==> src/bpec_pkg.sv <==
// ----------------------------------------------------------------------------
// bpec_pkg
// Shared constants, codes and types of the Boolean product error counter.
// ----------------------------------------------------------------------------
package bpec_pkg;

    localparam int MAX_COLUMNS = 32;
    localparam int MAX_BASIS   = 16;

    localparam int IDX_W   = $clog2(MAX_BASIS);
    localparam int COLS_W  = 6;
    localparam int BASIS_W = 5;
    localparam int ERR_W   = 32;
    localparam int TOTAL_W = 64;
    localparam int CFG_W   = 6;
    localparam int ADDR_W  = 2;

    // popcount of one row: result width and number of byte groups
    localparam int PC_W   = $clog2(MAX_COLUMNS + 1);
    localparam int NBYTES = (MAX_COLUMNS + 7) / 8;

    // stream payload widths, padded to whole bytes
    localparam int S_DATA_RAW = IDX_W + MAX_COLUMNS + MAX_BASIS;
    localparam int S_DATA_W   = ((S_DATA_RAW + 7) / 8) * 8;
    localparam int M_DATA_W   = ERR_W + TOTAL_W;

    localparam int QUEUE_DEPTH = 2;
    localparam int QPTR_W      = $clog2(QUEUE_DEPTH);
    localparam int QCNT_W      = $clog2(QUEUE_DEPTH + 1);

    typedef enum logic {
        OP_LOAD  = 1'b0,
        OP_SCORE = 1'b1
    } opcode_t;

    typedef enum logic {
        MODE_UNIFORM = 1'b0,
        MODE_BINARY  = 1'b1
    } err_mode_t;

    typedef enum logic [ADDR_W-1:0] {
        REG_ERROR_MODE     = 2'd0,
        REG_COLUMNS_IN_USE = 2'd1,
        REG_BASIS_IN_USE   = 2'd2,
        REG_UNUSED         = 2'd3
    } reg_index_t;

    // classified request handed from the front end to the back end
    typedef struct packed {
        opcode_t                opcode;
        logic [IDX_W-1:0]       basis_index;
        logic [MAX_COLUMNS-1:0] row_bits;
        logic [MAX_BASIS-1:0]   usage_bits;
        logic                   last_row;
    } item_t;

    typedef struct packed {
        err_mode_t         error_mode;
        logic [COLS_W-1:0] columns_in_use;
    } back_cfg_t;

endpackage

==> src/boolean_product_error_count_unit.sv <==
// ----------------------------------------------------------------------------
// boolean_product_error_count_unit
// Loads basis rows and scores target rows of a Boolean matrix factorization.
// ----------------------------------------------------------------------------
// Path: an accepted request passes from its queue slot through the error stage
//   to the output register, which drives m_tvalid.
// Throughput: one request per cycle while m_tready does not stall the output.
// Reset clears the running total, the clip flag, the queue and the pipeline,
//   and restores error_mode=uniform, columns_in_use=32, basis_in_use=16.
// The basis rows are not cleared; a row is valid once loaded.
module boolean_product_error_count_unit (
    input  logic                              aclk,
    input  logic                              aresetn,
    // configuration
    input  logic                              cfg_wr_en,
    input  logic [bpec_pkg::ADDR_W-1:0]       cfg_addr,
    input  logic [bpec_pkg::CFG_W-1:0]        cfg_wdata,
    // request stream
    input  logic                              s_tvalid,
    output logic                              s_tready,
    input  logic [bpec_pkg::S_DATA_W-1:0]     s_tdata,  // basis_index, row_bits, usage_bits
    input  logic                              s_tuser,  // opcode
    input  logic                              s_tlast,
    // result stream
    output logic                              m_tvalid,
    input  logic                              m_tready,
    output logic [bpec_pkg::M_DATA_W-1:0]     m_tdata,  // row_error, total_error
    output logic                              m_tuser,  // saturated
    output logic                              m_tlast
);

    bpec_pkg::err_mode_t               error_mode_reg;
    logic [bpec_pkg::COLS_W-1:0]       columns_reg;
    logic [bpec_pkg::BASIS_W-1:0]      basis_reg;

    bpec_pkg::item_t                   front_item, q_item;
    bpec_pkg::back_cfg_t               back_cfg;
    logic                              q_valid, q_ready;
    logic [bpec_pkg::ERR_W-1:0]        row_error;
    logic [bpec_pkg::TOTAL_W-1:0]      total_error;

    always_ff @(posedge aclk) begin
        if (!aresetn) begin
            error_mode_reg <= bpec_pkg::MODE_UNIFORM;
            columns_reg    <= bpec_pkg::COLS_W'(bpec_pkg::MAX_COLUMNS);
            basis_reg      <= bpec_pkg::BASIS_W'(bpec_pkg::MAX_BASIS);
        end else if (cfg_wr_en) begin
            case (bpec_pkg::reg_index_t'(cfg_addr))
                bpec_pkg::REG_ERROR_MODE: begin
                    error_mode_reg <= bpec_pkg::err_mode_t'(cfg_wdata[0]);
                end
                bpec_pkg::REG_COLUMNS_IN_USE: begin
                    columns_reg <= cfg_wdata[bpec_pkg::COLS_W-1:0];
                end
                bpec_pkg::REG_BASIS_IN_USE: begin
                    basis_reg <= cfg_wdata[bpec_pkg::BASIS_W-1:0];
                end
                default: begin
                end
            endcase
        end
    end

    assign back_cfg.error_mode     = error_mode_reg;
    assign back_cfg.columns_in_use = columns_reg;

    bpec_front u_front (
        .s_data       (s_tdata),
        .s_kind       (s_tuser),
        .s_last       (s_tlast),
        .basis_in_use (basis_reg),
        .item         (front_item)
    );

    bpec_queue u_queue (
        .aclk      (aclk),
        .aresetn   (aresetn),
        .in_valid  (s_tvalid),
        .in_ready  (s_tready),
        .in_item   (front_item),
        .out_valid (q_valid),
        .out_ready (q_ready),
        .out_item  (q_item)
    );

    bpec_back u_back (
        .aclk          (aclk),
        .aresetn       (aresetn),
        .cfg           (back_cfg),
        .q_valid       (q_valid),
        .q_ready       (q_ready),
        .q_item        (q_item),
        .m_valid       (m_tvalid),
        .m_ready       (m_tready),
        .m_row_error   (row_error),
        .m_total_error (total_error),
        .m_saturated   (m_tuser),
        .m_done        (m_tlast)
    );

    assign m_tdata = {total_error, row_error};

endmodule

==> src/bpec_front.sv <==
// ----------------------------------------------------------------------------
// bpec_front
// Unpacks an input request and classifies it; score requests get their
// usage bits trimmed to the basis rows in use.
// ----------------------------------------------------------------------------
module bpec_front (
    input  logic [bpec_pkg::S_DATA_W-1:0] s_data,
    input  logic                          s_kind,
    input  logic                          s_last,
    input  logic [bpec_pkg::BASIS_W-1:0]  basis_in_use,
    output bpec_pkg::item_t               item
);

    logic [bpec_pkg::MAX_BASIS-1:0] usage_mask;
    logic [bpec_pkg::MAX_BASIS-1:0] usage_raw;

    always_comb begin
        if (basis_in_use >= bpec_pkg::BASIS_W'(bpec_pkg::MAX_BASIS)) begin
            usage_mask = '1;
        end else begin
            usage_mask = (bpec_pkg::MAX_BASIS'(1) << basis_in_use)
                         - bpec_pkg::MAX_BASIS'(1);
        end
    end

    assign usage_raw = s_data[bpec_pkg::IDX_W + bpec_pkg::MAX_COLUMNS +: bpec_pkg::MAX_BASIS];

    always_comb begin
        item.opcode      = bpec_pkg::opcode_t'(s_kind);
        item.basis_index = s_data[bpec_pkg::IDX_W-1:0];
        item.row_bits    = s_data[bpec_pkg::IDX_W +: bpec_pkg::MAX_COLUMNS];
        item.last_row    = s_last;
        // loads ignore usage bits
        if (item.opcode == bpec_pkg::OP_SCORE) begin
            item.usage_bits = usage_raw & usage_mask;
        end else begin
            item.usage_bits = '0;
        end
    end

endmodule

==> src/bpec_queue.sv <==
// ----------------------------------------------------------------------------
// bpec_queue
// Small FIFO of classified requests between front end and back end.
// ----------------------------------------------------------------------------
module bpec_queue (
    input  logic            aclk,
    input  logic            aresetn,
    input  logic            in_valid,
    output logic            in_ready,
    input  bpec_pkg::item_t in_item,
    output logic            out_valid,
    input  logic            out_ready,
    output bpec_pkg::item_t out_item
);

    bpec_pkg::item_t                  slot_reg [bpec_pkg::QUEUE_DEPTH];
    logic [bpec_pkg::QPTR_W-1:0]      wr_ptr_reg, wr_ptr_next;
    logic [bpec_pkg::QPTR_W-1:0]      rd_ptr_reg, rd_ptr_next;
    logic [bpec_pkg::QCNT_W-1:0]      count_reg, count_next;
    logic                             push, pop;

    assign in_ready  = (count_reg != bpec_pkg::QCNT_W'(bpec_pkg::QUEUE_DEPTH));
    assign out_valid = (count_reg != '0);
    assign out_item  = slot_reg[rd_ptr_reg];
    assign push      = in_valid && in_ready;
    assign pop       = out_valid && out_ready;

    always_comb begin
        wr_ptr_next = wr_ptr_reg;
        rd_ptr_next = rd_ptr_reg;
        count_next  = count_reg;
        if (push) begin
            wr_ptr_next = (wr_ptr_reg == bpec_pkg::QPTR_W'(bpec_pkg::QUEUE_DEPTH - 1))
                          ? '0 : wr_ptr_reg + bpec_pkg::QPTR_W'(1);
        end
        if (pop) begin
            rd_ptr_next = (rd_ptr_reg == bpec_pkg::QPTR_W'(bpec_pkg::QUEUE_DEPTH - 1))
                          ? '0 : rd_ptr_reg + bpec_pkg::QPTR_W'(1);
        end
        if (push && !pop) begin
            count_next = count_reg + bpec_pkg::QCNT_W'(1);
        end else if (pop && !push) begin
            count_next = count_reg - bpec_pkg::QCNT_W'(1);
        end
    end

    always_ff @(posedge aclk) begin
        if (!aresetn) begin
            wr_ptr_reg <= '0;
            rd_ptr_reg <= '0;
            count_reg  <= '0;
        end else begin
            wr_ptr_reg <= wr_ptr_next;
            rd_ptr_reg <= rd_ptr_next;
            count_reg  <= count_next;
        end
    end

    always_ff @(posedge aclk) begin
        if (push) begin
            slot_reg[wr_ptr_reg] <= in_item;
        end
    end

endmodule

==> src/bpec_back.sv <==
// ----------------------------------------------------------------------------
// bpec_back
// Holds the basis rows, forms the product row and row error, then adds
// the error into the saturating running total behind an output register.
// ----------------------------------------------------------------------------
module bpec_back (
    input  logic                            aclk,
    input  logic                            aresetn,
    input  bpec_pkg::back_cfg_t             cfg,
    input  logic                            q_valid,
    output logic                            q_ready,
    input  bpec_pkg::item_t                 q_item,
    output logic                            m_valid,
    input  logic                            m_ready,
    output logic [bpec_pkg::ERR_W-1:0]      m_row_error,
    output logic [bpec_pkg::TOTAL_W-1:0]    m_total_error,
    output logic                            m_saturated,
    output logic                            m_done
);

    function automatic logic [bpec_pkg::PC_W-1:0] pop_count(
        input logic [bpec_pkg::MAX_COLUMNS-1:0] v
    );
        logic [bpec_pkg::NBYTES*8-1:0] padded;
        logic [3:0]                    part;
        logic [bpec_pkg::PC_W-1:0]     acc;
        padded = (bpec_pkg::NBYTES*8)'(v);
        acc    = '0;
        for (int b = 0; b < bpec_pkg::NBYTES; b++) begin
            part = '0;
            for (int i = 0; i < 8; i++) begin
                part = part + 4'(padded[b*8 + i]);
            end
            acc = acc + bpec_pkg::PC_W'(part);
        end
        return acc;
    endfunction

    logic [bpec_pkg::MAX_COLUMNS-1:0] basis_reg [bpec_pkg::MAX_BASIS];

    // error stage
    logic                             mid_valid_reg;
    logic                             mid_load_reg;
    logic                             mid_last_reg;
    logic [bpec_pkg::ERR_W-1:0]       mid_err_reg;
    logic [bpec_pkg::ERR_W-1:0]       mid_err_next;

    // accumulate / output stage
    logic                             out_valid_reg;
    logic [bpec_pkg::ERR_W-1:0]       out_err_reg;
    logic [bpec_pkg::TOTAL_W-1:0]     out_total_reg;
    logic                             out_sat_reg;
    logic                             out_done_reg;
    logic [bpec_pkg::TOTAL_W-1:0]     total_reg, total_next;
    logic                             clip_reg, clip_next;

    logic                             mid_adv, pop;
    logic [bpec_pkg::MAX_COLUMNS-1:0] product, diff, col_mask;
    logic [bpec_pkg::TOTAL_W:0]       sum;
    logic [bpec_pkg::TOTAL_W-1:0]     sum_sat;
    logic                             sum_clip;

    assign mid_adv = mid_valid_reg && (!out_valid_reg || m_ready);
    assign q_ready = !mid_valid_reg || mid_adv;
    assign pop     = q_valid && q_ready;

    always_comb begin
        product = '0;
        for (int l = 0; l < bpec_pkg::MAX_BASIS; l++) begin
            if (q_item.usage_bits[l]) begin
                product = product | basis_reg[l];
            end
        end
    end

    always_comb begin
        if (cfg.columns_in_use >= bpec_pkg::COLS_W'(bpec_pkg::MAX_COLUMNS)) begin
            col_mask = '1;
        end else begin
            col_mask = (bpec_pkg::MAX_COLUMNS'(1) << cfg.columns_in_use)
                       - bpec_pkg::MAX_COLUMNS'(1);
        end
    end

    assign diff = (q_item.row_bits ^ product) & col_mask;

    always_comb begin
        if (q_item.opcode == bpec_pkg::OP_LOAD) begin
            mid_err_next = '0;
        end else if (cfg.error_mode == bpec_pkg::MODE_BINARY) begin
            mid_err_next = bpec_pkg::ERR_W'(diff);
        end else begin
            mid_err_next = bpec_pkg::ERR_W'(pop_count(diff));
        end
    end

    always_ff @(posedge aclk) begin
        if (pop && q_item.opcode == bpec_pkg::OP_LOAD) begin
            basis_reg[q_item.basis_index] <= q_item.row_bits;
        end
    end

    always_ff @(posedge aclk) begin
        if (!aresetn) begin
            mid_valid_reg <= 1'b0;
        end else if (q_ready) begin
            mid_valid_reg <= q_valid;
        end
    end

    always_ff @(posedge aclk) begin
        if (pop) begin
            mid_load_reg <= (q_item.opcode == bpec_pkg::OP_LOAD);
            mid_last_reg <= q_item.last_row;
            mid_err_reg  <= mid_err_next;
        end
    end

    // saturating add of the row error into the running total
    assign sum      = {1'b0, total_reg} + (bpec_pkg::TOTAL_W + 1)'(mid_err_reg);
    assign sum_sat  = sum[bpec_pkg::TOTAL_W] ? '1 : sum[bpec_pkg::TOTAL_W-1:0];
    assign sum_clip = clip_reg || sum[bpec_pkg::TOTAL_W];

    always_comb begin
        total_next = total_reg;
        clip_next  = clip_reg;
        if (mid_adv) begin
            if (mid_last_reg && !mid_load_reg) begin
                total_next = '0;
                clip_next  = 1'b0;
            end else begin
                total_next = sum_sat;
                clip_next  = sum_clip;
            end
        end
    end

    always_ff @(posedge aclk) begin
        if (!aresetn) begin
            total_reg     <= '0;
            clip_reg      <= 1'b0;
            out_valid_reg <= 1'b0;
        end else begin
            total_reg <= total_next;
            clip_reg  <= clip_next;
            if (!out_valid_reg || m_ready) begin
                out_valid_reg <= mid_valid_reg;
            end
        end
    end

    always_ff @(posedge aclk) begin
        if (mid_adv) begin
            out_err_reg   <= mid_err_reg;
            out_total_reg <= sum_sat;
            out_sat_reg   <= sum_clip;
            out_done_reg  <= mid_last_reg && !mid_load_reg;
        end
    end

    assign m_valid       = out_valid_reg;
    assign m_row_error   = out_err_reg;
    assign m_total_error = out_total_reg;
    assign m_saturated   = out_sat_reg;
    assign m_done        = out_done_reg;

endmodule

==> config.mk <==
export PLATFORM = sky130hd
export DESIGN_NAME = boolean_product_error_count_unit
export DESIGN_NICKNAME = d
export VERILOG_FILES = /design/src/bpec_pkg.sv /design/src/boolean_product_error_count_unit.sv /design/src/bpec_front.sv /design/src/bpec_queue.sv /design/src/bpec_back.sv
export SDC_FILE = /design/constraint.sdc
export NUM_CORES = 1
export LEC_CHECK = 0
export ABC_AREA = 1
export CAP_MARGIN = 20
export CORE_AREA = 10 10 369 371
export CTS_CLUSTER_SIZE = 24
export DETAILED_ROUTE_END_ITERATION = 12
export DIE_AREA = 0 0 379 381
export DONT_BUFFER_PORTS = 1
export SLEW_MARGIN = 5
export SYNTH_ARGS = -nofsm -noshare
export SYNTH_HDL_FRONTEND = slang
export SYNTH_SLANG_ARGS = --single-unit
==> constraint.sdc <==
create_clock -name aclk -period 9.8 [get_ports aclk]
set_input_delay 0.98 -clock aclk [delete_from_list [all_inputs] [get_ports aclk]]
set_output_delay 0.98 -clock aclk [all_outputs]
set_load 0.05 [all_outputs]
## After elaboration in Yosys (flattened, before gate mapping)

Memory sizes are Yosys's and may differ from the RTL's. A register that Yosys moved wholly into a read port is not among the register bits.
Cells that the tools add are included.

| storage, ports and cells | value |
|---|---|
| logic and storage cells | 139 |
| register bits | 215 |
| bits in latches | 0 |
| bits in read-only memories | 0 |
| memories | 2 |
| output and inout port bits | 100 |
| bits of input ports | 71 |
| bits in writable memories | 620 |

Memories:

| name | words | width | read ports | clocked after Yosys merged registers in | wr ports | line | RTL |
|---|---|---|---|---|---|---|---|
| u_back.basis_reg | 16 | 32 | 16 | 0 | 1 | bpec_back.sv:39 | `logic [bpec_pkg::MAX_COLUMNS-1:0] basis_reg [bpec_pkg::MAX_BASIS];` |
| u_queue.slot_reg | 2 | 54 | 1 | 1 | 1 | bpec_queue.sv:16 | `bpec_pkg::item_t slot_reg [bpec_pkg::QUEUE_DEPTH];` |

| cells by class | value |
|---|---|
| bitwise logic cells | 19 |
| shifts and indexed selects | 2 |
| $mul | 0 |
| div/mod/pow operators | 0 |
| add/subtract/negate cells | 38 |
| multiplexer cells | 33 |
| order comparisons | 2 |
| reduce and logical (&&, ||, !) cells | 22 |
| eq/ne operators | 3 |

Operators with widths:

| operator | count |
|---|---|
| $mux W32 | 17 |
| $or A32 B32 Y32 | 15 |
| $mux W64 | 2 |
| $add A4 B1 Y4 | 21 |
| $add A64 B32 Y65 | 1 |
| $and A32 B32 Y32 | 1 |
| $mux W16 | 2 |
| $shl A1 B6 Y32 const A | 1 |
| $sub A32 B2 Y32 const B | 1 |
| $xor A32 B32 Y32 | 1 |
| $and A16 B16 Y16 | 1 |
| $shl A1 B5 Y16 const A | 1 |
| $sub A16 B2 Y16 const B | 1 |
| $add A6 B4 Y6 | 2 |
| $add A2 B1 Y3 | 3 |
| $mux W1 | 9 |
| $add A1 B1 Y2 | 4 |
| $reduce_and A2 Y1 | 4 |
| $logic_and A1 B1 Y1 | 7 |
| $ge A6 B6 Y1 const B | 1 |
| $mux W6 | 1 |
| $add A4 B4 Y5 | 1 |
| $ge A5 B5 Y1 const B | 1 |
| $logic_not A1 Y1 | 5 |
| 11 further kinds | 16 |

## Logic depth before layout (Yosys ltp)

Gate-level depths: netlist (run 1).
An unclocked memory read counts as a cell.

| depth | value |
|---|---|
| depth in word-level cells | 45 |
| mapped depth | 34 |

## Modules after synthesis

Synthesis (run 1) repeated with hierarchy kept, for this count alone.

| second synthesis, totals | value |
|---|---|
| cells, all modules | 3,382 |
| area, all modules | 38,099.0 um^2 |

Modules (own cells, without submodules):

| module | cells an instance | area each (um^2) | instances |
|---|---|---|---|
| bpec_back | 2,967 | 32,392.3 | 1 |
| bpec_queue | 205 | 4,390.5 | 1 |
| bpec_front | 135 | 799.5 | 1 |
| boolean_product_error_count_unit | 75 | 516.7 | 1 |

## Least setup slack after synthesis (run 1)

Ideal clock, no wire load.

| timing path | value |
|---|---|
| path type | reg-to-reg |
| start | reg (tool-made name) |
| end | reg u_back.mid_err_reg[5] in the netlist's numbering, data pin |
| data required time | 9.532 ns |
| path slack | 3.348 ns |
| data arrival time | 6.184 ns |
| cell stages (with the launch flop) | 29 |
| library setup time | 0.268 ns |
| period minus slack after synthesis | 6.452 ns |
| cell sequence | dfxtp_1 -> buf_6 -> buf_12 -> buf_2 -> buf_1 -> nand2_1 -> nand2_1 -> xor2_1 -> nor2_1 -> fa_1 -> inv_1 -> fa_1 -> fa_1 -> inv_1 -> ha_1 -> inv_1 -> fa_1 -> inv_1 -> fa_1 -> inv_1 -> fa_1 -> inv_1 -> ha_1 -> fa_1 -> nand2_1 -> inv_1 -> o21a_1 -> o31ai_1 -> a21oi_1 |

RTL lines:

| what | line | RTL |
|---|---|---|
| end signal, assigned | bpec_back.sv:115 | `mid_err_reg <= mid_err_next;` |
| end, declared | bpec_back.sv:45 | `logic [bpec_pkg::ERR_W-1:0] mid_err_reg;` |

==> metrics.txt, run 1 <==
critical path's most frequent cell inv_1; RR Endpoint u_back.mid_err_reg[5]; DIE AREA 144,400 µm²; Critical Setup Path Class reg2reg; Post-CTS Setup Repair Bufs 0; worst vdd ir 0.0005792 V; Synth area leaders edfxtp_1 59%, nand2_1 10%, nand3_1 5.3%; FP Rows 132; status finished clean; # Max-Cap Violations 0; Layout Utilization 33.36%; CTS tree yes; crit path time final 7.718 ns; flops & latches, synth 836; largest net degree at the start of global routing 73; post-detailed-route count of antenna-violating nets 0; worst rel slew slack 30.23%; Syn Nets 3,933; # fillers 12,990; Sum Neg Setup Slack 0 ns; area leader, netlist edfxtp_1; vias in the first global route 25,590; drt drc 0; Critical Path End u_back.mid_err_reg[5]; Post-Route WL 118,900 µm; layout cell share with drive strength beyond 1 8.148%; leakage power 16.86 nW; Synth top cells by count 1,022 x nand2_1, 752 x edfxtp_1, 462 x inv_1; CTS Root Cell clkbuf_16; Post-synth EDFFs 752; startpoint types flop; Mapped Area 38,440 µm²; Starting DRT DRC Count 2,950; post-cts resize count 0; Final HPWL DP 78,490 µm; synthesized instance count 3,784; final RePlAce weighted congestion 0.9124; Worst Hold Launch s_tdata[0]; Netlist cell types 57; top_reg_cell synth edfxtp_1; Nets 3,955; TritonCTS Sinks 836; CTS Buf Count 83; reg2reg setup slack 2.08 ns; worst hold stages 0; critical path's slowest cell or2_1; gr ovfl total 0; Worst-Margin Slew 1.045 ns; setup ws final 2.082 ns; RSZ-0062 raised after global routing false; post-route cell area 42,980 µm²; Initial DRT Pass Iterations 5; setup clock skew after layout 0.03205 ns; required time of the critical path 10.23 ns; Final Max Slew Viols 0; first-pass GRT wire length 171,900 µm; fraction of post-synthesis cell area in the top cell type by area 58.75%; CTS H-tree lvls 3; Place WS 2.168 ns; syn_area_per_cell 10.16 µm²; Initial Utilization 29.84%; CTS clk-pin slew, worst paths 0.07 ns; f_max 129.6 MHz; max FFs per register 512; Core ar. 128,800 µm²; initial antenna violation count 9; worst min path class in2reg; crit path DAT 8.15 ns; via count 27,130; top-count cell post-synth nand2_1; Final Hold Viols 0; fraction of registers with async set/reset 0%; clk buf depth 3; via/cell ratio 4.893; pwr dens 353.0 nW/µm²; die height 381 µm; worst-skew pair later-pin latency 0.70 ns; area grow syn2layout 11.81%; Port Buf Inserts 0; final setup violating endpoints 0; Die Wd 379 µm; Total GRT Usage 15.96%; Ports 171; R2R depth 29; Final period util 78.75%; crit end category flop; DR WL/cell 21.45 µm; area post-placement 40,460 µm²; cts-stage hold buffer count 0; Synth warnings 0; crit-path max cell delay 0.66 ns; CP max FO 42; Seq/Total Area, Yosys 63.12%
-- cell usage in the layout (no fill, tap or decap), types with 14 or more instances in the layout --
master and instances:
a21oi_1 117, buf_4 63, clkbuf_1 14, clkbuf_16 83, clkinv_1 22, dfxtp_1 83
edfxtp_1 752, fa_1 23, ha_1 55, inv_1 460, nand2_1 1021, nand2_2 24
nand3_1 408, nand3_2 16, nand4_1 93, nor2_1 251, nor2_4 15, nor3_1 39
nor3_2 16, o21ai_0 82, o21ai_1 14, or2_2 34, xnor2_1 20, xor2_1 37
-- worst min-delay path by stage --
stage,slack (ns),end
finish,0.38,u_queue.slot_reg[0][49]
global route,0.36,u_queue.slot_reg[0][24]
CTS,0.34,u_queue.slot_reg[0][24]
detailed placement,0.44,flop
global placement,0.43,flop
floorplan,0.43,flop
-- power by group --
part | switching [mW] | internal, mW | total, mW
sequential | 0.728 | 4.88 | 5.60
clock | 1.39 | 1.61 | 3.00
combinational | 4.40 | 2.17 | 6.57
total | 6.52 | 8.65 | 15.2
-- per-stage QoR --
stage / instances / power [mW] / hold WS (ns)
after floorplan: 3784 / 10.09 / 0.4255
after CTS: 5541 / 15.32 / 0.3362
final: 5546 / 15.17 / 0.3797
after detailed placement: 5396 / 12.32 / 0.4423
after global placement: 5396 / 12.27 / 0.4321
after global routing: 5542 / 16.32 / 0.3554
-- worst max-delay path, delay by kind of cell, from the launching register on --
kind | cells | cell delay [ns]
AOI/OAI and AO/OA | 3 | 0.42
DFF | 1 | 0.35
adders and majority gates | 9 | 3.57
xor gates and xnor gates | 1 | 0.59
and+or+nand+nor | 7 | 1.44
buffers and inverters | 9 | 1.04
-- routing by layer --
layer	routed length (µm)	global-route usage, %
met1	49470	20.80
met2	57230	26.79
met3	8865	2.864
met4	3341	4.797
met5	41	0
-- logic make-up after synthesis --
family	after synthesis	share of synthesized area, %
adder cells (fa/ha/maj)	78	2.988
buffers and inverters	602	6.507
AND/OR/NAND/NOR	1962	22.57
AO/OA/AOI/OAI	249	3.509
flip-flops	836	63.12
XOR/XNOR	57	1.299
-- area by class of cell --
cell class              instances  area [µm²]  area share [%]
diodes                          5       12.51         0.02911
clock buffers                  99        2157           5.019
clock inverters                46       349.1          0.8123
inverters                     475        1788           4.160
multi-input cells            2346       11820           27.50
flip-flops and latches        836       24260           56.46
well taps                    1675        2096           4.876
repair buffers                 64       493.0           1.147
Note: power is estimated with default switching activity, not from simulation.
==> inputs of run 2 (changes only) <==
- clock period: 9.8 -> 7.6 ns (I/O delays scaled with it)
==> run 2 against run 1 <==
  * Clock power rose by 36%
  * Final cell count increased by 1.1%
  * Sequential power increased by 29%
  * Critical path depth rose by 2
  * Wire length grew 0.72%
  * Count of clock-buffer cells in the layout rose by 12
  * Non-clock buffer count rose by 56
  * Fmax rose by 6.5%
  * Final area is 1.4% higher
  * Via count rose by 1.1%
  * Utilization is 0.48 points higher
==> metrics.txt, run 2 (synthesized netlist as in run 1, its figures left out) <==
final setup violating endpoints 0 (unchanged); area grow syn2layout 13.41%; Place WS 0.4316 ns (-1.736 ns); Post-CTS Setup Repair Bufs 0 (unchanged); worst-skew pair later-pin latency 0.70 ns (about the same); Sum Neg Setup Slack 0 ns (unchanged); Worst-Margin Slew 1.087 ns (+0.04186 ns); # Max-Cap Violations 0 (unchanged); f_max 138.0 MHz (+6.5%); DR WL/cell 21.36 µm (-0.39%); Starting DRT DRC Count 2,685 (-9.0%); drt drc 0 (unchanged); TritonCTS Sinks 836 (unchanged); CTS tree yes; largest net degree at the start of global routing 69 (-5.5%); Critical Setup Path Class reg2reg; CTS H-tree lvls 3 (unchanged); via/cell ratio 4.892 (about the same); crit-path max cell delay 0.66 ns (about the same); worst rel slew slack 26.75% (-3.5 points); initial antenna violation count 4 (-5); CTS Buf Count 85 (+2.4%); most frequent cells in the layout 1,021 x nand2_1, 752 x edfxtp_1, 460 x inv_1; Nets 4,013 (+1.5%); RSZ-0062 raised after global routing false; Die Wd 379 µm (unchanged); FP Rows 132 (unchanged); gr ovfl total 0 (unchanged); final RePlAce weighted congestion 0.9129 (about the same); required time of the critical path 8.00 ns (-2.23 ns); die height 381 µm (unchanged); status finished clean; critical path's slowest cell dfxtp_2; crit path DAT 7.64 ns (-0.51 ns); Initial DRT Pass Iterations 5 (unchanged); layout cell share with drive strength beyond 1 9.537% (+1.4 points); vias in the first global route 25,890 (+1.2%); via count 27,430 (+1.1%); cts-stage hold buffer count 0 (unchanged); worst vdd ir 0.001127 V (+95%); first-pass GRT wire length 174,000 µm (+1.2%); Total GRT Usage 16.08% (+0.12 points); setup clock skew after layout 0.05420 ns (+0.02215 ns); # fillers 12,910 (-0.59%); Final HPWL DP 81,060 µm (+3.3%); DIE AREA 144,400 µm² (unchanged); clk buf depth 3 (unchanged); Initial Utilization 29.84% (unchanged); worst min path class in2reg; crit end category flop; Post-Route WL 119,800 µm (+0.72%); commonest non-fill, non-tap cell in the layout nand2_1; startpoint types flop; pwr dens 458.9 nW/µm² (+30%); crit path time final 7.246 ns (-0.4720 ns); Core ar. 128,800 µm² (unchanged); CTS Root Cell clkbuf_16; Final period util 95.34% (+17 points); Port Buf Inserts 0 (unchanged); CTS clk-pin slew, worst paths 0.06 ns (about the same); leakage power 17.20 nW (+2.0%); Final Max Slew Viols 0 (unchanged); Final Hold Viols 0 (unchanged); setup ws final 0.3544 ns (-1.728 ns); Ports 171 (unchanged); post-detailed-route count of antenna-violating nets 0 (unchanged); CP max FO 18 (-57%); post-cts resize count 0 (unchanged); max FFs per register 512 (unchanged)
==> run 2: cell count changes in the layout (fill, tap and decap cells not counted), moves of 5 or more <==
| cell | previous run | this run |
|---|---|---|
| buf_4 | 63 | 118 |
| clkinv_1 | 22 | 16 |
| clkbuf_1 | 14 | 24 |
| inv_6 | 0 | 5 |
==> run 2: through the flow <==
stage	cell area [µm²]	hold WS (ns)	util [%]	std cells	total power [mW]
CTS	43590	0.1068	33.84	5607	20.18
global placement	40890	0.4357	31.74	5452	15.97
detailed placement	40890	0.4405	31.74	5452	16.04
global route	43590	0.1119	33.84	5607	21.43
floorplan	38440	0.4255	-	3784	13.01
finish	43590	0.1504	33.84	5608	20.01
==> run 2: cell type report <==
| class | instances | area (µm²) | share of cell area, % |
|---|---|---|---|
| diodes | 1 | 2.502 | 0.005740 |
| flip-flops and latches | 836 | 24260 | 55.66 |
| clock inverters | 44 | 455.4 | 1.045 |
| repair buffers | 120 | 925.9 | 2.124 |
| inverters | 475 | 1788 | 4.101 |
| multi-input cells | 2346 | 11820 | 27.11 |
| well taps | 1675 | 2096 | 4.807 |
| clock buffers | 111 | 2245 | 5.149 |
==> run 2: critical path: cells and delay by family, from the launching register on <==
kind	cells	cell delay, ns
AND/OR/NAND/NOR	10	1.01
buffers and inverters	9	1.03
flip-flops	1	0.66
adder cells (fa/ha/maj)	9	3.84
AO/OA/AOI/OAI	3	0.40
==> run 2: worst paths after layout <==
| path | start | endpoint | slack [ns] | cells past startpoint |
|---|---|---|---|---|
| worst max-delay path | flop | u_back.mid_err_reg[5] | 0.35 | 31 |
| worst min-delay path | s_tdata[24] | u_queue.slot_reg[0][37] | 0.15 | 0 |
| worst max register to register | flop | u_back.mid_err_reg[5] | 0.35 | 31 |
| worst min register to register | u_back.total_reg[24] | u_back.total_reg[24] | 0.47 | 2 |
==> run 2: report_power, final <==
part	leakage, nW	internal [mW]	switching [mW]	total, mW
Combinational	8.33	2.98	5.69	8.68
Sequential	7.58	6.28	0.954	7.24
Clock	1.29	2.28	1.82	4.09
==> run 2: layer usage <==
layer  global-route usage [%]  part of all wire (%)
met5                        0                 0.021
met4                    4.970                   3.0
met3                    2.982                   7.9
met2                    26.92                    48
met1                    20.90                    41
